==> src/sv/mouse_packet_cursor_tracker_defines.svh <==
// Assertion macros shared by the cursor tracker modules.
// Each macro expects clk_i and rst_ni to be visible where it is used.
`ifndef MOUSE_PACKET_CURSOR_TRACKER_DEFINES_SVH
`define MOUSE_PACKET_CURSOR_TRACKER_DEFINES_SVH

// Property that must hold at every clock edge outside reset.
`define MPCT_ASSERT(name, prop) \
  name: assert property (@(posedge clk_i) disable iff (!rst_ni) (prop)) \
    else $error("assertion failed in %m");

// Consequent that must hold in the cycle after the antecedent.
`define MPCT_ASSERT_NEXT(name, ante, cons) \
  name: assert property (@(posedge clk_i) disable iff (!rst_ni) (ante) |=> (cons)) \
    else $error("assertion failed in %m");

`endif

==> src/sv/mpct_pkg.sv <==
package mpct_pkg;

  localparam int unsigned ByteW  = 8;
  localparam int unsigned CoordW = 12;
  localparam int unsigned DeltaW = 9;
  localparam int unsigned CfgIdxW = 2;

  localparam logic [CoordW-1:0] XLimitReset = 12'd1024;
  localparam logic [CoordW-1:0] YLimitReset = 12'd768;

  // Position of the next byte within its three-byte packet.
  typedef enum logic [1:0] {
    PH_FIRST  = 2'd0,
    PH_SECOND = 2'd1,
    PH_THIRD  = 2'd2
  } phase_e;

  // Configuration register indexes.
  typedef enum logic [CfgIdxW-1:0] {
    REG_X_LIMIT = 2'd0,
    REG_Y_LIMIT = 2'd1
  } cfg_reg_e;

  // One complete packet handed from the assembler to the cursor stage.
  typedef struct packed {
    logic [ByteW-1:0] b0;
    logic [ByteW-1:0] b1;
    logic [ByteW-1:0] b2;
  } pkt_t;

endpackage

==> src/sv/mpct_if.sv <==
// Byte stream from the mouse port.
interface mpct_byte_if import mpct_pkg::*; ();
  logic             valid;
  logic             ready;
  logic [ByteW-1:0] data_byte;

  modport source (output valid, output data_byte, input ready);
  modport sink   (input valid, input data_byte, output ready);
endinterface

// Decoded cursor requests.
interface mpct_res_if import mpct_pkg::*; ();
  logic                     valid;
  logic                     ready;
  logic [CoordW-1:0]        cursor_x;
  logic [CoordW-1:0]        cursor_y;
  logic signed [DeltaW-1:0] delta_x;
  logic signed [DeltaW-1:0] delta_y;
  logic                     left_button;
  logic                     right_button;
  logic                     middle_button;

  modport source (output valid, output cursor_x, output cursor_y, output delta_x,
                  output delta_y, output left_button, output right_button,
                  output middle_button, input ready);
  modport sink   (input valid, input cursor_x, input cursor_y, input delta_x,
                  input delta_y, input left_button, input right_button,
                  input middle_button, output ready);
endinterface

// Configuration register writes.
interface mpct_cfg_if import mpct_pkg::*; ();
  logic               valid;
  logic               ready;
  logic [CfgIdxW-1:0] index;
  logic [CoordW-1:0]  data;

  modport source (output valid, output index, output data, input ready);
  modport sink   (input valid, input index, input data, output ready);
endinterface

==> src/sv/mpct_assembler.sv <==
`include "mouse_packet_cursor_tracker_defines.svh"

module mpct_assembler import mpct_pkg::*; (
  input  logic         clk_i,
  input  logic         rst_ni,
  mpct_byte_if.sink    in_if,
  output logic         pkt_valid_o,
  input  logic         pkt_ready_i,
  output pkt_t         pkt_o
);

  phase_e           phase_q, phase_d;
  logic [ByteW-1:0] b0_q, b1_q;
  pkt_t             pkt_q;
  logic             pkt_valid_q, pkt_valid_d;
  logic             accept;
  logic             third;

  // A new byte is taken whenever the packet register is free or draining.
  assign in_if.ready = !pkt_valid_q || pkt_ready_i;
  assign accept      = in_if.valid && in_if.ready;
  assign third       = (phase_q == PH_THIRD);

  // Phase counter; the unused code falls back to the first byte.
  always_comb begin
    phase_d = phase_q;
    if (accept) begin
      unique case (phase_q)
        PH_SECOND: phase_d = PH_THIRD;
        PH_THIRD:  phase_d = PH_FIRST;
        default:   phase_d = PH_SECOND;
      endcase
    end
  end

  // Packet register valid flag.
  always_comb begin
    pkt_valid_d = pkt_valid_q;
    if (pkt_ready_i) begin
      pkt_valid_d = 1'b0;
    end
    if (accept && third) begin
      pkt_valid_d = 1'b1;
    end
  end

  always_ff @(posedge clk_i or negedge rst_ni) begin
    if (!rst_ni) begin
      phase_q     <= PH_FIRST;
      pkt_valid_q <= 1'b0;
    end else begin
      phase_q     <= phase_d;
      pkt_valid_q <= pkt_valid_d;
    end
  end

  // Stored bytes and the completed packet carry no reset.
  always_ff @(posedge clk_i) begin
    if (accept) begin
      unique case (phase_q)
        PH_SECOND: b1_q <= in_if.data_byte;
        PH_THIRD:  pkt_q <= '{b0: b0_q, b1: b1_q, b2: in_if.data_byte};
        default:   b0_q <= in_if.data_byte;
      endcase
    end
  end

  assign pkt_valid_o = pkt_valid_q;
  assign pkt_o       = pkt_q;

  // A third byte always produces a packet in the following cycle.
  `MPCT_ASSERT_NEXT(a_third_loads_pkt, accept && third, pkt_valid_q)
  // A packet waiting downstream blocks the input.
  `MPCT_ASSERT(a_stall_blocks_input, (pkt_valid_q && !pkt_ready_i) |-> !in_if.ready)

endmodule

==> src/sv/mpct_cursor.sv <==
`include "mouse_packet_cursor_tracker_defines.svh"

module mpct_cursor import mpct_pkg::*; (
  input  logic              clk_i,
  input  logic              rst_ni,
  input  logic              pkt_valid_i,
  output logic              pkt_ready_o,
  input  pkt_t              pkt_i,
  input  logic [CoordW-1:0] x_limit_i,
  input  logic [CoordW-1:0] y_limit_i,
  mpct_res_if.source        out_if
);

  localparam int unsigned SumW = CoordW + 2;

  logic signed [DeltaW-1:0] dx, dy;
  logic signed [SumW-1:0]   sum_x, sum_y;
  logic [CoordW-1:0]        pos_x_q, pos_x_d, pos_y_q, pos_y_d;
  logic                     out_valid_q, out_valid_d;
  logic                     load;
  logic signed [DeltaW-1:0] dx_q, dy_q;
  logic [2:0]               btn_q;

  // Output register takes a packet when empty or being drained.
  assign pkt_ready_o = !out_valid_q || out_if.ready;
  assign load        = pkt_valid_i && pkt_ready_o;

  // Sign bits 4 and 5 of the first byte extend the movements to 9 bits.
  assign dx = {pkt_i.b0[4], pkt_i.b1};
  assign dy = {pkt_i.b0[5], pkt_i.b2};

  assign sum_x = $signed({2'b00, pos_x_q}) + SumW'(dx);
  assign sum_y = $signed({2'b00, pos_y_q}) + SumW'(dy);

  // Clamp each coordinate to zero through its limit.
  always_comb begin
    if (sum_x < 0) begin
      pos_x_d = '0;
    end else if (sum_x > $signed({2'b00, x_limit_i})) begin
      pos_x_d = x_limit_i;
    end else begin
      pos_x_d = sum_x[CoordW-1:0];
    end
    if (sum_y < 0) begin
      pos_y_d = '0;
    end else if (sum_y > $signed({2'b00, y_limit_i})) begin
      pos_y_d = y_limit_i;
    end else begin
      pos_y_d = sum_y[CoordW-1:0];
    end
  end

  always_comb begin
    out_valid_d = out_valid_q;
    if (out_if.ready) begin
      out_valid_d = 1'b0;
    end
    if (load) begin
      out_valid_d = 1'b1;
    end
  end

  // Kept position doubles as the cursor field of the output register.
  always_ff @(posedge clk_i or negedge rst_ni) begin
    if (!rst_ni) begin
      out_valid_q <= 1'b0;
      pos_x_q     <= '0;
      pos_y_q     <= '0;
    end else begin
      out_valid_q <= out_valid_d;
      if (load) begin
        pos_x_q <= pos_x_d;
        pos_y_q <= pos_y_d;
      end
    end
  end

  always_ff @(posedge clk_i) begin
    if (load) begin
      dx_q  <= dx;
      dy_q  <= dy;
      btn_q <= pkt_i.b0[2:0];
    end
  end

  assign out_if.valid         = out_valid_q;
  assign out_if.cursor_x      = pos_x_q;
  assign out_if.cursor_y      = pos_y_q;
  assign out_if.delta_x       = dx_q;
  assign out_if.delta_y       = dy_q;
  assign out_if.left_button   = btn_q[0];
  assign out_if.right_button  = btn_q[1];
  assign out_if.middle_button = btn_q[2];

  // A freshly clamped position never exceeds the limit it was clamped to.
  `MPCT_ASSERT_NEXT(a_x_clamped, load, pos_x_q <= $past(x_limit_i))
  `MPCT_ASSERT_NEXT(a_y_clamped, load, pos_y_q <= $past(y_limit_i))
  // Position only moves when a packet enters the output register.
  `MPCT_ASSERT_NEXT(a_pos_hold, !load, $stable(pos_x_q) && $stable(pos_y_q))

endmodule

==> src/sv/mouse_packet_cursor_tracker.sv <==
// Accepts one mouse byte per cycle while the input is not stalled by a waiting packet; a
// packet's result passes through the packet register, loaded when its third byte is accepted,
// and then the output register, which loads once it is empty or being drained.
// Sustained throughput without back-pressure is one byte per cycle, so one packet per three bytes.
// Reset clears the byte phase and the cursor to zero and sets the limits to 1024 and
// 768; the two stored packet bytes are not reset.
module mouse_packet_cursor_tracker import mpct_pkg::*; (
  input  logic       clk_i,
  input  logic       rst_ni,
  mpct_byte_if.sink  in_if,
  mpct_res_if.source out_if,
  mpct_cfg_if.sink   cfg_if
);

  logic              pkt_valid;
  logic              pkt_ready;
  pkt_t              pkt;
  logic [CoordW-1:0] x_limit_q, y_limit_q;

  // Limit registers; writes to unknown indexes are dropped.
  assign cfg_if.ready = 1'b1;

  always_ff @(posedge clk_i or negedge rst_ni) begin
    if (!rst_ni) begin
      x_limit_q <= XLimitReset;
      y_limit_q <= YLimitReset;
    end else if (cfg_if.valid) begin
      unique case (cfg_if.index)
        REG_X_LIMIT: x_limit_q <= cfg_if.data;
        REG_Y_LIMIT: y_limit_q <= cfg_if.data;
        default: ;
      endcase
    end
  end

  mpct_assembler u_assembler (
    .clk_i       (clk_i),
    .rst_ni      (rst_ni),
    .in_if       (in_if),
    .pkt_valid_o (pkt_valid),
    .pkt_ready_i (pkt_ready),
    .pkt_o       (pkt)
  );

  mpct_cursor u_cursor (
    .clk_i       (clk_i),
    .rst_ni      (rst_ni),
    .pkt_valid_i (pkt_valid),
    .pkt_ready_o (pkt_ready),
    .pkt_i       (pkt),
    .x_limit_i   (x_limit_q),
    .y_limit_i   (y_limit_q),
    .out_if      (out_if)
  );

endmodule

==> src/flat_wrapper.sv <==
// flat-port wrapper written by rule: the top's interface ports become plain ports
module mouse_packet_cursor_tracker_flat import mpct_pkg::*;
  (clk_i, rst_ni, in_if_valid, in_if_data_byte, in_if_ready, out_if_valid, out_if_cursor_x, out_if_cursor_y, out_if_delta_x, out_if_delta_y, out_if_left_button, out_if_right_button, out_if_middle_button, out_if_ready, cfg_if_valid, cfg_if_index, cfg_if_data, cfg_if_ready);
  mpct_byte_if in_if_i ();
  mpct_res_if out_if_i ();
  mpct_cfg_if cfg_if_i ();
  input  logic clk_i;
  input  logic rst_ni;
  input wire logic [$bits(in_if_i.valid)-1:0] in_if_valid;
  input wire logic [$bits(in_if_i.data_byte)-1:0] in_if_data_byte;
  output wire logic [$bits(in_if_i.ready)-1:0] in_if_ready;
  output wire logic [$bits(out_if_i.valid)-1:0] out_if_valid;
  output wire logic [$bits(out_if_i.cursor_x)-1:0] out_if_cursor_x;
  output wire logic [$bits(out_if_i.cursor_y)-1:0] out_if_cursor_y;
  output wire logic [$bits(out_if_i.delta_x)-1:0] out_if_delta_x;
  output wire logic [$bits(out_if_i.delta_y)-1:0] out_if_delta_y;
  output wire logic [$bits(out_if_i.left_button)-1:0] out_if_left_button;
  output wire logic [$bits(out_if_i.right_button)-1:0] out_if_right_button;
  output wire logic [$bits(out_if_i.middle_button)-1:0] out_if_middle_button;
  input wire logic [$bits(out_if_i.ready)-1:0] out_if_ready;
  input wire logic [$bits(cfg_if_i.valid)-1:0] cfg_if_valid;
  input wire logic [$bits(cfg_if_i.index)-1:0] cfg_if_index;
  input wire logic [$bits(cfg_if_i.data)-1:0] cfg_if_data;
  output wire logic [$bits(cfg_if_i.ready)-1:0] cfg_if_ready;
  assign in_if_i.valid = in_if_valid;
  assign in_if_i.data_byte = in_if_data_byte;
  assign in_if_ready = in_if_i.ready;
  assign out_if_valid = out_if_i.valid;
  assign out_if_cursor_x = out_if_i.cursor_x;
  assign out_if_cursor_y = out_if_i.cursor_y;
  assign out_if_delta_x = out_if_i.delta_x;
  assign out_if_delta_y = out_if_i.delta_y;
  assign out_if_left_button = out_if_i.left_button;
  assign out_if_right_button = out_if_i.right_button;
  assign out_if_middle_button = out_if_i.middle_button;
  assign out_if_i.ready = out_if_ready;
  assign cfg_if_i.valid = cfg_if_valid;
  assign cfg_if_i.index = cfg_if_index;
  assign cfg_if_i.data = cfg_if_data;
  assign cfg_if_ready = cfg_if_i.ready;
  mouse_packet_cursor_tracker u_core (.clk_i(clk_i), .rst_ni(rst_ni), .in_if(in_if_i), .out_if(out_if_i), .cfg_if(cfg_if_i));
endmodule
==> config.mk <==
export PLATFORM = sky130hd
export DESIGN_NAME = mouse_packet_cursor_tracker_flat
export DESIGN_NICKNAME = d
export VERILOG_FILES = /design/src/sv/mpct_pkg.sv /design/src/sv/mpct_if.sv /design/src/sv/mpct_assembler.sv /design/src/sv/mpct_cursor.sv /design/src/sv/mouse_packet_cursor_tracker.sv /design/src/flat_wrapper.sv
export VERILOG_INCLUDE_DIRS = /design/src /design/src/sv
export SDC_FILE = /design/constraint.sdc
export NUM_CORES = 1
export LEC_CHECK = 0
export BUFFER_PORTS_ARGS = -buffer_cell sky130_fd_sc_hd__buf_2
export CAP_MARGIN = 20
export CORE_MARGIN = 3
export CORE_UTILIZATION = 58
export CTS_CLUSTER_SIZE = 8
export DETAILED_ROUTE_END_ITERATION = 12
export PLACE_DENSITY = 0.8
export SLEW_MARGIN = 10
export SYNTH_ARGS = -nofsm -noshare
export SYNTH_HDL_FRONTEND = slang
export SYNTH_SLANG_ARGS = --single-unit
==> constraint.sdc <==
create_clock -name clk_i -period 4.92 [get_ports clk_i]
set_clock_uncertainty 0.1 [all_clocks]
set_input_delay 0 -clock clk_i [delete_from_list [all_inputs] [get_ports clk_i]]
set_output_delay 0 -clock clk_i [all_outputs]
set_load 0.02 [all_outputs]
# --- Word-level counts from Yosys, hierarchy flattened ---
# Cells that the tools add are included.
op_classes:
  add_sub_neg: 2
  order_cmp: 4
  n_eq_ne: 3
  mux: 9
  bitwise_logic: 1
  n_reduce_logical: 16
ops:
  columns: ["operator", "n"]
  rows:
  - ["2-to-1 mux 12 bit", 4]
  - ["adder 13 x 9 -> 14 bit", 2]
  - ["greater-than comparator 14 x 13 -> 1 bit", 2]
  - ["< comparator 14 x 1 -> 1 bit, second input constant", 2]
  - ["AND reduction 2 bit", 5]
  - ["== test 2 x 1 -> 1 bit, second input constant", 2]
  - ["2-to-1 mux 1 bit", 4]
  - ["one-hot mux 2 bit (2 select lines)", 1]
  - ["nonzero test 2 bit", 2]
  - ["logical AND 1 bit", 3]
  - ["== test 2 bit, second input constant", 1]
  - ["logical NOT 1 bit", 2]
  - ["logical NOT 2 bit", 1]
  - ["logical OR 1 bit", 2]
  - ["OR reduction 2 bit", 1]
  - ["NOT 1 bit", 1]
word_totals:
  reg_bits: 109
  input_bits: 27
  output_inout_bits: 48
  wordCells: 50

# --- Depth between registers and ports, before layout ---
# Gate-level depths: netlist of run 1.
depth:
  word_depth: 6
  depth_mapped: 19
  ltp_nobuf: 18

# --- Hierarchy ---
# A second synthesis of run 1 with hierarchy kept.
hier_totals:
  cells_unflattened: 496
  area_unflattened_um2: 6017.0
modules_own_cells:
  columns: ["module", "n_inst", "cells_per_inst", "area_each_um2"]
  rows:
  - ["mpct_cursor", 1, 386, 3689.8]
  - ["mpct_assembler", 1, 56, 1377.6]
  - ["mouse_packet_cursor_tracker", 1, 54, 949.7]

# --- Worst setup path after synthesis of run 1 ---
# No wires, ideal clock.
synth_path:
  path_kind: "register to register"
  from: "register u_core.u_cursor.pos_y_q[3] (netlist: u_core.u_cursor.out_if.cursor_y[3])"
  to: "register u_core.u_cursor.pos_y_q[11] (netlist: u_core.u_cursor.out_if.cursor_y[11])"
  setup_time_ns: 0.142
  t_arrival_ns: 3.435
  required_ns: 4.678
  slack_ns: 1.243
  path_stages_with_launch: 17
  path_buffers: 1
  synth_period_minus_slack_ns: 3.677
  cell_sequence: "dfrtp_1 ha_1 o21ai_1 o21a_1 or3_1 o211ai_1 a21oi_1 xor2_1 ha_1 nand4_1 inv_1 nand3_1 o41ai_1 o41ai_1 clkbuf_1 nand4_1 o221ai_1"
synth_between:
  elab_chain_cells: 4
synth_lines:
  columns: ["element", "line", "rtl"]
  rows:
  - ["from (decl)", "mpct_cursor.sv:18", "logic [CoordW-1:0] pos_x_q, pos_x_d, pos_y_q, pos_y_d;"]
  - ["from (signal assigned)", "mpct_cursor.sv:73", "pos_y_q <= pos_y_d;"]
  - ["adder 13 x 9 -> 14 bit (*)", "mpct_cursor.sv:33", "assign sum_y = $signed({2'b00, pos_y_q}) + SumW'(dy);"]
  - ["greater-than comparator 14 x 13 -> 1 bit", "mpct_cursor.sv:46", "end else if (sum_y > $signed({2'b00, y_limit_i})) begin"]
  - ["2-to-1 mux 12 bit", "mpct_cursor.sv:46", null]
  - ["2-to-1 mux 12 bit (*)", "mpct_cursor.sv:44", "if (sum_y < 0) begin"]
# Every way passes the cells marked *; elsewhere a longest branch is shown, timed or not.
# A chain may end at the register's enable or synchronous reset.

# --- Worst setup path after layout of run 1 ---
layout_path:
  from: "register u_core.u_cursor.pos_y_q[6] (netlist: u_core.u_cursor.out_if.cursor_y[6])"
  to: "register u_core.u_cursor.pos_y_q[3] (netlist: u_core.u_cursor.out_if.cursor_y[3])"
# The elaborated chain is that of the path after synthesis.

==> impl_metrics.env, run 1 <==
export IMPL_final_common_cell="buf_2"
export IMPL_clk_latency_ns=0.37
export IMPL_max_freq_mhz=215
export IMPL_grt_pass1_vias=4352
export IMPL_start_util_pct=60.6
export IMPL_post_cts_buffers=0
export IMPL_power_density_nw_per_um2=610
export IMPL_synthFlopType="edfxtp_1"
export IMPL_port_buffers=73
export IMPL_ys_seq_area_share_pct=51.9
export IMPL_cts_sinks=107
export IMPL_drcViolationCount=0
export IMPL_grt_overflow=0
export IMPL_ys_warn_count=0
export IMPL_synth_area_leader_cell="edfxtp_1"
export IMPL_start_kind="flip-flop"
export IMPL_syn_nets=581
export IMPL_leakage_uw=0.00300
export IMPL_cp_arrival_ns=4.74
export IMPL_antenna_found_initial=0
export IMPL_synth_ff_latch_count=107
export IMPL_track_usage_pct=24.1
export IMPL_path_max_fanout=11
export IMPL_core_region_area_um2=9420
export IMPL_grt_first_pass_wirelength_mm=21.1
export IMPL_syn_cell_area_um2=5700
export IMPL_hp_class="input pin to flip-flop"
export IMPL_num_antenna_cells=0
export IMPL_wl_per_cell_um=17.1
export IMPL_ys_async_sr_fraction_pct=48.6
export IMPL_first_pass_iters=4
export IMPL_grt_start_max_net_pins=53
export IMPL_tightest_slew_ns=1.08
export IMPL_drv_slew=0
export IMPL_drive_gt1_share_pct=18.7
export IMPL_yosys_top_cells_area="edfxtp_1 (29%), dfrtp_1 (22%), ha_1 (11%)"
export IMPL_rsz0062_at_grt="no"
export IMPL_status="complete, no violations"
export IMPL_fill_cells=673
export IMPL_viasPerCell=5.71
export IMPL_drt_iter0_drc=266
export IMPL_gp_congestion=0.902
export IMPL_htreeDepth=3
export IMPL_period_needed_ns=4.64
export IMPL_clk_path_buf_depth=2
export IMPL_finalSetupViolations=0
export IMPL_ios=75
export IMPL_antenna_left=0
export IMPL_vias=4179
export IMPL_dieArea_um2=11100
export IMPL_cts_tree="yes"
export IMPL_crit_path_end_kind="flip-flop"
export IMPL_syn_area_per_cell_um2=11.4
export IMPL_critPathKind="flip-flop to flip-flop"
export IMPL_dp_hpwl_mm=9.38
export IMPL_fin_nets=679
export IMPL_numCtsBuffers=9
export IMPL_num_rows=35
export IMPL_fin_setup_tns_ns=0
export IMPL_relSlewSlack_pct=25.6
export IMPL_hold_viol=0
export IMPL_ys_types=63
export IMPL_final_util_pct=70.3
export IMPL_synth_edf_count=55
export IMPL_path_clk_slew_ns=0.11
export IMPL_dieHeight_um=105
export IMPL_syn_inst=500
export IMPL_die_x_um=105
export IMPL_maxCapViolCount=0
export IMPL_layout_common_cells="buf_2 (73), nand2_1 (58), edfxtp_1 (55)"
export IMPL_vdd_drop_max_v=0.000329
export IMPL_worstPathRequired_ns=5.02
export IMPL_synth_top_cell_area_share_pct=29.0
export IMPL_areaGrowthSynthToFinish_pct=16.0
export IMPL_clk_root_buffer_cell="clkbuf_8"
export IMPL_finalCritPeriodShare_pct=94.3
export IMPL_routed_wl_mm=12.5
[worst paths after layout]
kind	start	end	slack, ns	cells after the start
worst max-delay path	u_core.u_cursor.out_if.cursor_y[6]	u_core.u_cursor.out_if.cursor_y[3]	0.28	15
worst min-delay path	cfg_if_index[1]	u_core.x_limit_q[11]	0.02	4
worst max register to register	u_core.u_cursor.out_if.cursor_y[6]	u_core.u_cursor.out_if.cursor_y[3]	0.28	15
worst min register to register	u_core.u_assembler.pkt_o[17]	u_core.u_cursor.btn_q[1]	0.32	0
max in group asynchronous	rst_ni	u_core.x_limit_q[1]	4.07	3
min in group asynchronous	rst_ni	u_core.u_cursor.out_if.valid	0.15	3
[area by class of cell]
class	count	area, µm²	share of cell area, %
multi-input cells	337	2520	38.2
flip-flops and latches	107	2960	44.7
clock buffers	9	124	1.87
well taps	129	161	2.44
repair buffers	100	628	9.49
inverters	43	161	2.44
clock inverters	7	60.1	0.908
[synth_stat cells (2+ instances only)]
library cell	n
a21o_1	10
nor2b_1	4
buf_4	2
xor2_1	6
a211oi_1	3
nand2_1	58
ha_1	52
mux2_2	3
o21a_2	2
nand2b_1	3
dfrtp_1	49
nand3_1	6
a2111oi_0	3
o21bai_1	4
nor2_1	18
and3_1	4
o41ai_1	2
o21ai_0	8
fa_1	2
o22ai_1	2
o21ai_1	22
or3_1	2
nor3_1	5
o211ai_1	12
buf_2	3
nand3b_1	4
edfxtp_1	55
o21a_1	7
mux2i_1	13
clkbuf_1	6
xnor2_1	14
a21oi_1	19
dfstp_2	3
nand4_1	14
inv_1	42
mux2_1	11
[worst max-delay path, cell delays in order, from the launching register on]
cell	delay, ns
dfrtp_1	0.41
ha_1	0.37
a2111oi_0	0.52
o21a_1	0.19
or3_1	0.20
o21bai_1	0.09
a21oi_1	0.23
xnor2_1	0.22
ha_1	0.31
a21o_1	0.16
a21o_1	0.17
a211oi_1	0.28
o41ai_1	0.17
o41a_1	0.16
nor2_1	0.64
o211ai_1	0.25
[registers in the layout, indices dropped and copies added, names as in the netlist, 3 cells and up]
signal,cells
u_core.u_assembler.b0_q,5
u_core.u_assembler.b1_q,8
u_core.u_assembler.pkt_o,21
u_core.u_cursor.btn_q,3
u_core.u_cursor.out_if.cursor_x,12
u_core.u_cursor.out_if.cursor_y,12
u_core.u_cursor.out_if.delta_x,9
u_core.u_cursor.out_if.delta_y,9
u_core.x_limit_q,12
u_core.y_limit_q,12
[layer usage]
| layer | vias to the layer above | GRT usage [%] | share of wire [%] |
|---|---|---|---|
| met4 | 0 | 7.59 | 2.4 |
| li1 | 2006 | - | - |
| met2 | 136 | 42.8 | 50 |
| met3 | 23 | 4.69 | 5.5 |
| met5 | - | 0 | 0 |
| met1 | 2014 | 29.5 | 42 |
[stage by stage]
stage / instance area, µm² / power, µW / setup slack (ns) / cells / hold WS (ns)
2_1_floorplan: 5700 / 2950 / 1.24 / 500 / -0.396
3_3_place_gp: 6180 / 3370 / 0.760 / 692 / 0.0531
3_5_place_dp: 6180 / 3480 / 0.326 / 692 / 0.0669
4_1_cts: 6610 / 4020 / 0.301 / 732 / 0.00880
5_1_grt: 6620 / 4360 / 0.122 / 732 / 0.0328
6_report: 6620 / 4030 / 0.279 / 732 / 0.0189
[kinds of logic after synthesis]
group	Yosys count	synth area share, %
AO/OA/AOI/OAI	112	13.5
XOR/XNOR	20	3.07
adder cells (fa/ha/maj)	54	12.1
buffers and inverters	56	4.08
flip-flops	107	51.9
multiplexers	27	5.05
other	1	0.0658
AND/OR/NAND/NOR	123	10.2
[timing repair]
item / in CTS / in global routing
setup endpoints to repair: 0 / 1
endpoints found under the hold margin: 98 / 0
hold buffers: 24 / 0
gates resized for setup: 0 / 1
[power breakdown]
part / switching [µW] / leakage (µW) / internal [µW]
clock: 316 / 0.0000913 / 193
combinational: 1310 / 0.00175 / 883
sequential: 143 / 0.00116 / 1190
Power figures use the tool's default switching activity.
==> run 2, diff against run 1 <==
==> constraint.sdc (replaced) <==
create_clock -name clk_i -period 4.3 [get_ports clk_i]
set_clock_uncertainty 0.1 [all_clocks]
set_input_delay 0 -clock clk_i [delete_from_list [all_inputs] [get_ports clk_i]]
set_output_delay 0 -clock clk_i [all_outputs]
set_load 0.02 [all_outputs]
==> impl_metrics.env, run 2 (synthesis results as in run 1) <==
export IMPL_status="complete, no violations"
export IMPL_die_x_um=105
export IMPL_largest_reg_flops=21
export IMPL_numCtsBuffers=9
export IMPL_period_needed_ns=4.14
export IMPL_grt_overflow=0
export IMPL_tightest_slew_ns=0.963
export IMPL_finalSetupViolations=0
export IMPL_crit_path_end_kind="flip-flop"
export IMPL_path_max_fanout=7
export IMPL_rsz0062_at_grt="no"
export IMPL_start_util_pct=60.6
export IMPL_wl_per_cell_um=17.9
export IMPL_dieHeight_um=105
export IMPL_final_util_pct=71.7
export IMPL_drcViolationCount=0
export IMPL_dp_hpwl_mm=9.56
export IMPL_maxCapViolCount=0
export IMPL_vias=4224
export IMPL_relSlewSlack_pct=35.7
export IMPL_hold_viol=0
export IMPL_dp_cells=696
export IMPL_cpMaxStageDelayCell="a2111oi_0"
export IMPL_vdd_drop_max_v=0.000522
export IMPL_antenna_left=0
export IMPL_max_stage_delay_ns=0.44
export IMPL_timing_hold_ws_ns=0.0339
export IMPL_num_rows=35
export IMPL_drive_gt1_share_pct=19.4
export IMPL_post_cts_buffers=0
export IMPL_cts_tree="yes"
export IMPL_pre_cts_slack_ns=-0.0713
export IMPL_htreeDepth=3
export IMPL_grt_first_pass_wirelength_mm=21.6
export IMPL_cp_arrival_ns=4.30
export IMPL_clk_latency_ns=0.38
export IMPL_drt_iter0_drc=239
export IMPL_antenna_found_initial=0
export IMPL_finalPower_uw=4770
export IMPL_core_region_area_um2=9420
export IMPL_cts_sinks=107
export IMPL_final_cells=743
export IMPL_power_density_nw_per_um2=706
export IMPL_grt_start_max_net_pins=53
export IMPL_path_clk_slew_ns=0.10
export IMPL_track_usage_pct=25.0
export IMPL_max_freq_mhz=242
export IMPL_viasPerCell=5.69
export IMPL_final_common_cell="buf_2"
export IMPL_routed_wl_mm=13.3
export IMPL_finalWorstSetupSlack_ns=0.161
export IMPL_dieArea_um2=11100
export IMPL_fin_nets=690
export IMPL_grt_pass1_vias=4359
export IMPL_worstPathCellList="ha_1 -> a2111oi_0 -> o21a_1 -> or3_1 -> o21bai_1 -> a21oi_1 -> xnor2_1 -> ha_1 -> a21o_1 -> a21o_1 -> a211oi_1 -> o41ai_4 -> o41ai_4 -> buf_4 -> nand3_1 -> a32o_1"
export IMPL_critPathKind="flip-flop to flip-flop"
export IMPL_clk_path_buf_depth=2
export IMPL_areaGrowthSynthToFinish_pct=18.4
export IMPL_num_antenna_cells=0
export IMPL_ios=75
export IMPL_drv_slew=0
export IMPL_port_buffers=73
export IMPL_worstPathRequired_ns=4.47
export IMPL_clk_root_buffer_cell="clkbuf_8"
export IMPL_gp_congestion=0.905
export IMPL_hp_class="input pin to flip-flop"
export IMPL_first_pass_iters=4
export IMPL_finalCritPeriodShare_pct=96.2
export IMPL_leakage_uw=0.00307
export IMPL_start_kind="flip-flop"
export IMPL_layout_common_cells="buf_2 (73), nand2_1 (58), edfxtp_1 (55)"
## run 2: changes by cell type in the layout (fill, tap and decap cells not counted), sizes merged
| cell | delta |
|---|---|
| dlygate4sd3 | +7 |
| clkinvlp | +1 |
| buf | +4 |
| inv | -1 |
## run 2: worst paths after layout
path / start / slack, ns / depth (start not counted) / endpoint
setup / recovery: u_core.u_assembler.pkt_o[6] / 0.16 / 16 / u_core.u_cursor.out_if.cursor_y[1]
setup reg to reg: u_core.u_assembler.pkt_o[6] / 0.16 / 16 / u_core.u_cursor.out_if.cursor_y[1]
hold / removal: cfg_if_index[1] / 0.03 / 4 / u_core.x_limit_q[2]
hold reg to reg: u_core.u_assembler.b1_q[1] / 0.32 / 0 / u_core.u_assembler.pkt_o[9]
min in group asynchronous: rst_ni / 0.16 / 3 / u_core.u_cursor.out_if.cursor_y[6]
max in group asynchronous: rst_ni / 3.47 / 3 / u_core.x_limit_q[1]
## run 2: area by class of cell
| cell class | count | area, µm² |
|---|---|---|
| sequential | 107 | 2960 |
| fill | 669 | 2670 |
| multi-input combinational | 337 | 2550 |
| timing repair buffer | 111 | 728 |
| inverter | 43 | 161 |
| tap | 129 | 161 |
| clock buffer | 9 | 124 |
| clock inverter | 7 | 62.6 |
## run 2: repair_timing
item | in CTS | in global routing
pin swaps | 0 | 1
gates resized for setup | 1 | 3
setup endpoints to repair | 3 | 12
hold buffers | 31 | 0
hold endpoints to repair | 98 | 0
## run 2: per-stage QoR
step                      cell area [µm²]  TNS (ns)
after floorplan                      5700         0
after global placement               6210         0
after detailed placement             6210   -0.0713
after CTS                            6720         0
after global routing                 6750         0
final                                6750         0
## run 2: report_power, final
part	switching, µW	leakage (µW)	internal, µW
clock network	367	0.0000904	220
registers	167	0.00116	1360
logic	1570	0.00182	1090
total	2100	0.00307	2660
## run 2: metal layers
metal,track usage [%],share of wire [%]
met3,5.68,5.6
met5,0,0
met2,42.7,49
met4,9.84,3.7
met1,30.6,42
## run 2: critical path, delay by kind of cell (launching register included)
kind | cells | cell delay, ns
simple gates | 2 | 0.28
flops | 1 | 0.42
buf+inv | 1 | 0.24
xor+xnor | 1 | 0.17
fa+ha+maj | 2 | 0.65
compound gates | 10 | 2.17
